File: src/hw/rtl/ppd_pkg.sv
package ppd_pkg;

	// Widths fixed by the byte stream and the result fields.
	localparam int DATA_W  = 8;
	localparam int IDX_W   = 7;
	localparam int MCNT_W  = 2;
	localparam int PAT_W   = 32;
	localparam int TDATA_W = 32;

	// Configuration register indexes.
	localparam int CFG_ADDR_W = 1;
	localparam logic [CFG_ADDR_W-1:0] CFG_PREAMBLE  = 1'd0;
	localparam logic [CFG_ADDR_W-1:0] CFG_POSTAMBLE = 1'd1;

	// One result transaction before packing onto the master-side bus.
	typedef struct packed {
		logic [DATA_W-1:0] data_byte;
		logic              stored;
		logic [IDX_W-1:0]  store_index;
		logic              frame_start;
		logic              frame_done;
		logic [IDX_W-1:0]  payload_length;
		logic              payload_valid;
		logic              overflow;
	} result_t;

endpackage

File: src/hw/rtl/ppd_match.sv
module ppd_match #(
	parameter int LEN = 2
) (
	input  logic                       clk,
	input  logic                       arst_n,
	input  logic                       en,
	input  logic [ppd_pkg::DATA_W-1:0] rx_byte,
	input  logic [ppd_pkg::PAT_W-1:0]  pattern,
	output logic                       hit
);
	import ppd_pkg::*;

	localparam logic [MCNT_W-1:0] LAST_IDX = MCNT_W'(LEN - 1);

	logic [MCNT_W-1:0] count_q;
	logic [MCNT_W-1:0] count_d;
	logic [DATA_W-1:0] exp_byte;
	logic              eq_cur;
	logic              eq_first;

	// Pattern byte expected at the current match position.
	assign exp_byte = pattern[count_q*DATA_W +: DATA_W];
	assign eq_cur   = (rx_byte == exp_byte);
	assign eq_first = (rx_byte == pattern[DATA_W-1:0]);

	// Advance on a match; on a mismatch restart, checking the first pattern byte only.
	always_comb begin
		hit     = 1'b0;
		count_d = count_q;
		if (eq_cur) begin
			if (count_q >= LAST_IDX) begin
				hit     = 1'b1;
				count_d = '0;
			end else begin
				count_d = count_q + 1'b1;
			end
		end else begin
			count_d = eq_first ? MCNT_W'(1) : '0;
		end
	end

	always_ff @(posedge clk or negedge arst_n) begin
		if (!arst_n) begin
			count_q <= '0;
		end else if (en) begin
			count_q <= count_d;
		end
	end

	// The match position never passes the last byte of the pattern.
	a_count_range: assert property (@(posedge clk) disable iff (!arst_n)
		count_q <= LAST_IDX)
		else $error("match position beyond pattern length");

	// A completed pattern always restarts the match position.
	a_hit_restart: assert property (@(posedge clk) disable iff (!arst_n)
		(en && hit) |=> (count_q == '0))
		else $error("match position not restarted after completion");

	// A byte equal to neither the expected nor the first pattern byte restarts the match.
	a_step: assert property (@(posedge clk) disable iff (!arst_n)
		(en && !eq_cur && !eq_first) |=> (count_q == '0))
		else $error("match position kept after a mismatch");

endmodule

File: src/hw/rtl/preamble_postamble_deframer_core.sv
// Preamble/postamble deframer. One received byte enters per s_ transaction and
// leaves one result per m_ transaction, a new byte every clock cycle while the
// output is taken; each byte passes an input register, then a result register.
// s_tready drops only while a finished result is held and m_tready is low. While
// collecting, each byte is reported with its buffer position until the buffer of
// MAX_PAYLOAD + POST_LEN bytes is full, after which overflow is flagged and
// collection stops. A completed preamble starts collection at position zero; a
// completed postamble raises m_tlast with the payload length (count minus
// POST_LEN, never below zero) and whether collection was still running. A mismatch
// rechecks the byte against the first pattern byte only. Pattern registers are
// written through cfg_we/cfg_addr/cfg_wdata and must only change while idle.
module preamble_postamble_deframer_core #(
	parameter int PRE_LEN     = 2,
	parameter int POST_LEN    = 2,
	parameter int MAX_PAYLOAD = 64
) (
	input  logic                           clk,
	input  logic                           arst_n,
	input  logic                           cfg_we,
	input  logic [ppd_pkg::CFG_ADDR_W-1:0] cfg_addr,
	input  logic [ppd_pkg::PAT_W-1:0]      cfg_wdata,
	input  logic                           s_tvalid,
	output logic                           s_tready,
	// s_tdata: rx_byte[7:0]
	input  logic [ppd_pkg::DATA_W-1:0]     s_tdata,
	output logic                           m_tvalid,
	input  logic                           m_tready,
	// m_tdata: data_byte[7:0], stored[8], store_index[15:9], frame_start[16],
	// payload_length[23:17], payload_valid[24], overflow[25], zeros[31:26]
	output logic [ppd_pkg::TDATA_W-1:0]    m_tdata,
	// m_tlast: frame_done
	output logic                           m_tlast
);
	import ppd_pkg::*;

	localparam int BUF_SIZE = MAX_PAYLOAD + POST_LEN;
	localparam int CNT_W    = $clog2(BUF_SIZE + 1);
	localparam logic [CNT_W-1:0] BUF_SIZE_C = CNT_W'(BUF_SIZE);
	localparam logic [CNT_W-1:0] POST_LEN_C = CNT_W'(POST_LEN);
	localparam int PACK_W   = 2 * DATA_W - DATA_W + 2 * IDX_W + 4;

	logic [PAT_W-1:0]  pre_pat_q;
	logic [PAT_W-1:0]  post_pat_q;
	logic              valid_s1;
	logic [DATA_W-1:0] rx_byte_s1;
	logic              out_valid_q;
	result_t           res_q;
	result_t           res_d;
	logic              collecting_q;
	logic [CNT_W-1:0]  byte_count_q;
	logic              collecting_d;
	logic [CNT_W-1:0]  byte_count_d;
	logic              advance;
	logic              pre_hit;
	logic              post_hit;

	// Pattern registers.
	always_ff @(posedge clk or negedge arst_n) begin
		if (!arst_n) begin
			pre_pat_q  <= '0;
			post_pat_q <= '0;
		end else if (cfg_we) begin
			case (cfg_addr)
				CFG_PREAMBLE:  pre_pat_q  <= cfg_wdata;
				CFG_POSTAMBLE: post_pat_q <= cfg_wdata;
				default: ;
			endcase
		end
	end

	// The stage-one byte moves on whenever the result register is free or being emptied.
	assign advance  = valid_s1 && (!out_valid_q || m_tready);
	assign s_tready = !valid_s1 || advance;

	always_ff @(posedge clk or negedge arst_n) begin
		if (!arst_n) begin
			valid_s1 <= 1'b0;
		end else if (s_tready) begin
			valid_s1 <= s_tvalid;
		end
	end

	always_ff @(posedge clk) begin
		if (s_tvalid && s_tready) begin
			rx_byte_s1 <= s_tdata;
		end
	end

	// Pattern matchers, stepped once per processed byte.
	ppd_match #(.LEN(PRE_LEN)) u_pre_match (
		.clk     (clk),
		.arst_n  (arst_n),
		.en      (advance),
		.rx_byte (rx_byte_s1),
		.pattern (pre_pat_q),
		.hit     (pre_hit)
	);

	ppd_match #(.LEN(POST_LEN)) u_post_match (
		.clk     (clk),
		.arst_n  (arst_n),
		.en      (advance),
		.rx_byte (rx_byte_s1),
		.pattern (post_pat_q),
		.hit     (post_hit)
	);

	// Store or overflow first, then preamble, then postamble.
	always_comb begin
		logic             col_a;
		logic [CNT_W-1:0] cnt_a;
		col_a          = collecting_q;
		cnt_a          = byte_count_q;
		res_d          = '0;
		res_d.data_byte = rx_byte_s1;
		if (collecting_q) begin
			if (byte_count_q < BUF_SIZE_C) begin
				res_d.stored      = 1'b1;
				res_d.store_index = IDX_W'(byte_count_q);
				cnt_a             = byte_count_q + 1'b1;
			end else begin
				res_d.overflow = 1'b1;
				col_a          = 1'b0;
			end
		end
		if (pre_hit) begin
			col_a             = 1'b1;
			cnt_a             = '0;
			res_d.frame_start = 1'b1;
		end
		collecting_d = col_a;
		byte_count_d = cnt_a;
		if (post_hit) begin
			res_d.frame_done    = 1'b1;
			res_d.payload_valid = col_a;
			if (cnt_a > POST_LEN_C) begin
				res_d.payload_length = IDX_W'(cnt_a - POST_LEN_C);
			end
			collecting_d = 1'b0;
			byte_count_d = '0;
		end
	end

	always_ff @(posedge clk or negedge arst_n) begin
		if (!arst_n) begin
			collecting_q <= 1'b0;
			byte_count_q <= '0;
			out_valid_q  <= 1'b0;
		end else begin
			if (advance) begin
				collecting_q <= collecting_d;
				byte_count_q <= byte_count_d;
			end
			if (advance) begin
				out_valid_q <= 1'b1;
			end else if (m_tready) begin
				out_valid_q <= 1'b0;
			end
		end
	end

	always_ff @(posedge clk) begin
		if (advance) begin
			res_q <= res_d;
		end
	end

	// Output packing.
	assign m_tvalid = out_valid_q;
	assign m_tlast  = res_q.frame_done;
	assign m_tdata  = TDATA_W'({res_q.overflow, res_q.payload_valid, res_q.payload_length,
		res_q.frame_start, res_q.store_index, res_q.stored, res_q.data_byte});

	// The count never runs beyond the buffer size.
	a_count_bound: assert property (@(posedge clk) disable iff (!arst_n)
		byte_count_q <= BUF_SIZE_C)
		else $error("byte count beyond buffer size");

	// A processed byte always lands in the result register on the next cycle.
	a_result_loaded: assert property (@(posedge clk) disable iff (!arst_n)
		advance |=> m_tvalid)
		else $error("processed byte produced no result");

	// A byte is never both stored and reported as overflow.
	a_store_ovf: assert property (@(posedge clk) disable iff (!arst_n)
		m_tvalid |-> !(res_q.stored && res_q.overflow))
		else $error("stored and overflow together");

	// Payload status is only reported with a completed postamble.
	a_pvalid_done: assert property (@(posedge clk) disable iff (!arst_n)
		m_tvalid |-> (res_q.frame_done || (!res_q.payload_valid && res_q.payload_length == '0)))
		else $error("payload status without frame completion");

	// A completed postamble always leaves the block not collecting with a clear count.
	a_done_clears: assert property (@(posedge clk) disable iff (!arst_n)
		(advance && post_hit) |=> (!collecting_q && byte_count_q == '0))
		else $error("collection state not cleared after postamble");

	// Tie-off check on the packed width, so the padding stays zero.
	a_pad_zero: assert property (@(posedge clk) disable iff (!arst_n)
		m_tvalid |-> (m_tdata[TDATA_W-1:PACK_W] == '0))
		else $error("padding bits of m_tdata not zero");

endmodule
File: config.mk
export PLATFORM = sky130hd
export DESIGN_NAME = preamble_postamble_deframer_core
export DESIGN_NICKNAME = d
export VERILOG_FILES = /design/src/hw/rtl/ppd_pkg.sv /design/src/hw/rtl/ppd_match.sv /design/src/hw/rtl/preamble_postamble_deframer_core.sv
export SDC_FILE = /design/constraint.sdc
export NUM_CORES = 1
export LEC_CHECK = 0
export ABC_AREA = 1
export BUFFER_PORTS_ARGS = -buffer_cell sky130_fd_sc_hd__buf_2
export CAP_MARGIN = 20
export CORE_UTILIZATION = 30
export CTS_BUF_LIST = sky130_fd_sc_hd__clkbuf_2
export DETAILED_ROUTE_END_ITERATION = 7
export SLEW_MARGIN = 20
export SYNTH_ARGS = -nofsm -noshare
export SYNTH_HDL_FRONTEND = slang
export SYNTH_SLANG_ARGS = --single-unit
File: constraint.sdc
create_clock -name clk -period 4.1 [get_ports clk]
set_clock_uncertainty 0.2 [all_clocks]
set_input_delay 0.615 -clock clk [delete_from_list [all_inputs] [get_ports clk]]
set_output_delay 0.615 -clock clk [all_outputs]
set_load 0.02 [all_outputs]
Word-level counts from Yosys, hierarchy flattened
Index checks and enable logic that the tools add are counted.
{"block": "word_totals", "register_bits": 113, "in_bits": 46, "out_inout_bits": 35, "wordCells": 68}
{"block": "op_classes", "addsub": 4, "order_cmp": 4, "eq_ne": 4, "n_shift": 2, "muxes": 25, "bitwise": 1, "n_reduce_logical": 11}
{"cell": "32-bit by 6-bit indexed part select with 8-bit output", "count": 2}
{"cell": "7-bit two-way mux", "count": 5}
{"cell": "8-bit == test", "count": 4}
{"cell": "1-bit two-way mux", "count": 14}
{"cell": "9-bit two-way mux", "count": 1}
{"cell": "2-bit two-way mux", "count": 4}
{"cell": "8-bit two-way mux", "count": 1}
{"cell": "2-bit AND reduction", "count": 4}
{"cell": "7-bit by 1-bit adder with 7-bit output, second input constant", "count": 1}
{"cell": "7-bit by 2-bit > comparator with 1-bit output, second input constant", "count": 1}
{"cell": "7-bit < comparator, second input constant", "count": 1}
{"cell": "7-bit by 2-bit subtractor with 7-bit output, second input constant", "count": 1}
{"cell": "2-bit by 1-bit adder with 2-bit output, second input constant", "count": 2}
{"cell": "2-bit by 1-bit >= comparator with 1-bit output, second input constant", "count": 2}
{"cell": "1-bit logical AND", "count": 2}
{"cell": "1-bit zero test", "count": 2}
{"cell": "1-bit logical OR", "count": 2}
{"cell": "2-bit nonzero test", "count": 1}
{"cell": "1-bit NOT", "count": 1}

Longest topological paths before layout
{"block": "logic_depth", "ltp_word": 7, "ltp_mapped": 19, "ltp_nobuf": 17}

Cells and area by module
From an unflattened synthesis, not the netlist that was laid out.
{"block": "hier_totals", "cells_unflattened": 683, "area_unflattened_um2": 5829.3}
{"mod": "preamble_postamble_deframer_core", "instances": 1, "cells_per_inst": 409, "area_each_um2": 4372.9, "seq_area_each_um2": 2902.8}
{"mod": "ppd_match", "instances": 2, "cells_per_inst": 137, "area_each_um2": 728.2, "seq_area_each_um2": 50.0}

Least setup slack after synthesis
OpenSTA, ideal clock, no wires.
{"block": "synth_timing", "kind": "reg2reg", "startpoint": "register u_pre_match.count_q[0]", "endpoint": "register res_q (netlist bit m_tdata[22]), data pin", "setup_ns": 0.254, "arrival_time_ns": 2.128, "required_ns": 3.646, "path_slack_ns": 1.517, "stages_incl_launch_ff": 19, "n_path_buf": 3, "period_less_slack_ns": 2.583, "path_cell_list": "dfrtp_1 > buf_6 > inv_6 > buf_8 > nand2_1 > nand3_1 > nand2_1 > nand2_1 > nand3_2 > nor2_4 > nand3_4 > buf_6 > nand2_1 > ha_1 > inv_1 > o311ai_0 > nand2_1 > inv_1 > nor2_1"}
{"block": "synth_via", "elab_chain_cells": 6, "word_cells_on_any_way": 9, "cone_classes": "1 x add/sub; 2 x order compare; 1 x eq/ne; 1 x shift; 3 x mux; 1 x reduce/logical"}
{"element": "from (decl)", "line_no": "ppd_match.sv:15", "rtl": "logic [MCNT_W-1:0] count_q;"}
{"element": "from (signal assigned)", "line_no": "ppd_match.sv:46", "rtl": "count_q <= count_d;"}
{"element": "32-bit by 6-bit indexed part select with 8-bit output or 2-bit by 1-bit >= comparator with 1-bit output (tied branches)", "line_no": "ppd_match.sv:22, ppd_match.sv:31"}
{"element": "8-bit == test or 1-bit two-way mux (tied branches)", "line_no": "ppd_match.sv:23, ppd_match.sv:31"}
{"element": "1-bit two-way mux *", "line_no": "ppd_match.sv:30", "rtl": "if (eq_cur) begin"}
{"element": "7-bit two-way mux *", "line_no": "preamble_postamble_deframer_core.sv:126", "rtl": "if (pre_hit) begin"}
{"element": "7-bit by 2-bit > comparator with 1-bit output", "line_no": "preamble_postamble_deframer_core.sv:136", "rtl": "if (cnt_a > POST_LEN_C) begin"}
{"element": "2-bit AND reduction (no line)"}
{"element": "to (signal assigned)", "line_no": "preamble_postamble_deframer_core.sv:164", "rtl": "res_q <= res_d;"}
{"element": "to (decl)", "line_no": "preamble_postamble_deframer_core.sv:47", "rtl": "result_t res_q;"}
Every way passes the cells marked *; elsewhere a longest branch is shown, timed or not.
A chain may end at the register's enable or synchronous reset.

Worst setup path after layout
Ends and elaborated chain as after synthesis.

==> flow_summary_export.csv <==
group,metric,value,unit
worst_setup_path,crit_path_max_fanout,19,
placed_design,place_area,6080,µm²
clock_network,cts_tree,"done",
placed_design,port_buffers,74,
global_routing,first_global_vias,4263,
power,p_leak,3.28,nW
detailed_routing,wl_per_cell,13.7,µm
placed_design,routabilityCongestion,0.860,
power,switching_share,33.7,%
synth,async_flop_share,69.0,%
final_layout,final_area,6790,µm²
detailed_routing,via_per_inst,4.51,
synth,synth_area_per_cell,8.82,µm²
clock_network,cts.sinks,113,
timing,fin_crit_sh,76.0,%
synth,ys_seq_elements,113,
synth,syn-cell-area,5580,µm²
clock_network,clockRootBuffer,"clkbuf_2",
final_layout,area_delta_synth_final,21.7,%
timing,period_needed,3.12,ns
power,ir_drop,0.252,mV
clock_network,clk_pin_slew,0.18,ns
worst_setup_path,worstPathRequired,4.37,ns
global_routing,antenna_found_initial,1,
global_routing,grt_overflow_total,0,
clock_network,cts_setup_buffers,0,
min_path,hp-class,"in -> async",
final_layout,fin_util,37.6,%
timing,slew_headroom,52.0,%
power,p_seq_share,48.0,%
worst_setup_path,critPathArrivalTime,3.39,ns
status,status,"complete, but fails checks",
timing,setup_violations,0,
worst_setup_path,cp-start-kind,"flop",
synth,synth_seq_area_share,53.8,%
power,p_sw,1.03,mW
timing,final-hold-violation-count,0,
detailed_routing,ant_nets,0,
die,core-area,18100,µm²
global_routing,grt_usage,15.0,%
final_layout,fillers,1865,
power,clkPwrFrac,27.4,%
timing,fmax,321,MHz
final_layout,drive_above_1_share,18.2,%
placed_design,hpwl,9550,µm
die,die_x,138,µm
synth,yosys-top-cells-area,"dfrtp_1 35%, edfxtp_1 19%, nand2_1 13%",
global_routing,grt_pass1_wl,22200,µm
synth,synth_edf_count,35,
die,row_count,49,
timing,whs,0.305,ns
timing,setup_tns,0,ns
power,internal_power,2.02,mW
detailed_routing,first_pass_iters,8,
synth,synth_top_area_share,35.0,%
synth,yosysTopAreaCell,"dfrtp_1",
timing,slew_viol_final,0,
detailed_routing,drc_errors,22,
power,p_per_area,449,nW/µm²
worst_setup_path,critical_path_class,"reg -> reg",
global_routing,grt_max_degree,79,
worst_setup_path,cp-end-kind,"flop",
timing,worst-slew-pin-transition,0.719,ns
die,die_h,138,µm
worst_setup_path,reg2reg_depth,16,
power,pwr-share-comb,24.7,%
clock_network,cts_buffers,17,
final_layout,final_common_cell,"nand2_1",
worst_setup_path,rrSetupSlack,0.98,ns
synth,synth_cells,633,
clock_network,cts_resized,0,
detailed_routing,initialDrtViolationCount,376,
clock_network,htreeDepth,4,
synth,ys.flop_type,"dfrtp_1",
die,die-area,19200,µm²
run,max-cap-violations,0,
final_layout,fin_nets,798,
power,p_total,3.05,mW
status,violations,"design-rule violations",
worst_setup_path,r2r_end,"m_tdata[22]$_SDFFCE_PN0P_",
clock_network,clockBufferDepth,2,
worst_setup_path,timing.rr.start,"u_pre_match.count_q[0]$_DFFE_PN0P_",
die,ioPinCount,81,
detailed_routing,drt-total-wl,13500,µm
die,start_util,30.9,%
synth,netlist-cell-type-count,35,
final_layout,final_cell_mix,"189 x nand2_1, 78 x dfrtp_1, 73 x buf_2",
detailed_routing,vias,4460,
synth,ys_warn_count,0,
timing,rsz0062_at_grt,"no",
clock_network,clock_latency,0.70,ns
==> cells in the mapped netlist, types with 5 or more instances <==
library cell and number:
buf_4 8, nand2_1 189, buf_6 5, dfrtp_1 78
nand3_2 6, clkbuf_1 17, nand2_2 12, edfxtp_1 35
nand3_1 50, o22ai_1 10, nor2_1 18, o21ai_0 71
ha_1 6, nand4_1 8, xnor2_1 16, xor2_1 10
inv_1 70
==> sequential cells by signal, summed over array words and instances, names as in the netlist <==
signal and count:
u_post_match.count_q 2, post_pat_q 32, u_pre_match.count_q 2, m_tlast 1, rx_byte_s1 8, collecting_q 1
m_tvalid 1, valid_s1 1, byte_count_q 7, pre_pat_q 32, m_tdata 26
==> cell type report <==
class                           instances  area (µm²)  share of cell area [%]
Inverter                               76         295                    4.35
Clock inverter                         13         168                    2.47
Multi-Input combinational cell        416        2100                    30.9
Timing Repair Buffer                  122         847                    12.5
Clock buffer                           19        95.1                    1.40
Sequential cell                       113        3000                    44.2
Tap cell                              229         287                    4.22
Antenna cell                            1        2.50                  0.0368
==> per-layer routing <==
layer / global-route usage (%) / up-vias / share of wire (%)
met1: 20.7 / 2041 / 48
met5: 0 / - / 0
li1: - / 2254 / -
met2: 23.0 / 150 / 44
met4: 5.91 / 0 / 1.5
met3: 3.22 / 15 / 6.6
==> worst max-delay path, cell delays in order (launching register included) <==
cell and delay [ns]:
dfrtp_1 0.73, inv_6 0.17, nand2_1 0.10, nand3_1 0.10, nand2_1 0.09, nand2_1 0.05
nand2_1 0.05, nand2_1 0.09, nor2_4 0.15, nand3_4 0.20, nand2_1 0.16, ha_1 0.20
inv_1 0.07, o311ai_0 0.36, nand2_1 0.08, inv_1 0.06, nor2_1 0.04
==> cell families after synthesis <==
group / synth area share [%]
buffers and inverters: 8.97
AOI/OAI and AO/OA: 8.52
adders and majority gates: 1.34
and+or+nand+nor: 22.9
other: 0.0672
xor gates and xnor gates: 4.37
DFF: 53.8
==> metrics by stage <==
| stage | instances | setup WS [ns] |
|---|---|---|
| finish | 989 | 0.983 |
| floorplan | 638 | 1.52 |
| detailed placement | 912 | 1.03 |
| global route | 989 | 0.708 |
| CTS | 988 | 0.994 |
| global placement | 912 | 1.15 |
==> worst max-delay path by stage <==
stage | start | end | slack [ns] | depth (start not counted)
2_1_floorplan | u_pre_match.count_q[0]$_DFFE_PN0P_ | m_tdata[22]$_SDFFCE_PN0P_ | 1.52 | 18
3_3_place_gp | u_pre_match.count_q[0]$_DFFE_PN0P_ | m_tdata[22]$_SDFFCE_PN0P_ | 1.15 | 16
3_5_place_dp | u_pre_match.count_q[0]$_DFFE_PN0P_ | m_tdata[22]$_SDFFCE_PN0P_ | 1.03 | 16
4_1_cts | u_pre_match.count_q[0]$_DFFE_PN0P_ | m_tdata[22]$_SDFFCE_PN0P_ | 0.99 | 16
5_1_grt | u_pre_match.count_q[0]$_DFFE_PN0P_ | m_tdata[22]$_SDFFCE_PN0P_ | 0.71 | 16
6_report | u_pre_match.count_q[0]$_DFFE_PN0P_ | m_tdata[22]$_SDFFCE_PN0P_ | 0.98 | 16
==> power groups by stage <==
stage | Sequential [mW] | Clock (mW) | Combinational [mW]
final | 1.46 | 0.834 | 0.752
after global routing | 1.48 | 0.902 | 0.855
after CTS | 1.46 | 0.854 | 0.759
after detailed placement | 1.48 | 0 | 0.719
after global placement | 1.48 | 0 | 0.711
after floorplan | 1.47 | 0 | 0.528
==> repair_timing <==
action                                 CTS  global route
hold buffers                            44             0
endpoints found under the hold margin  152             0
setup endpoints to repair                0             0
No activity file was read; power rests on OpenSTA's default activity.
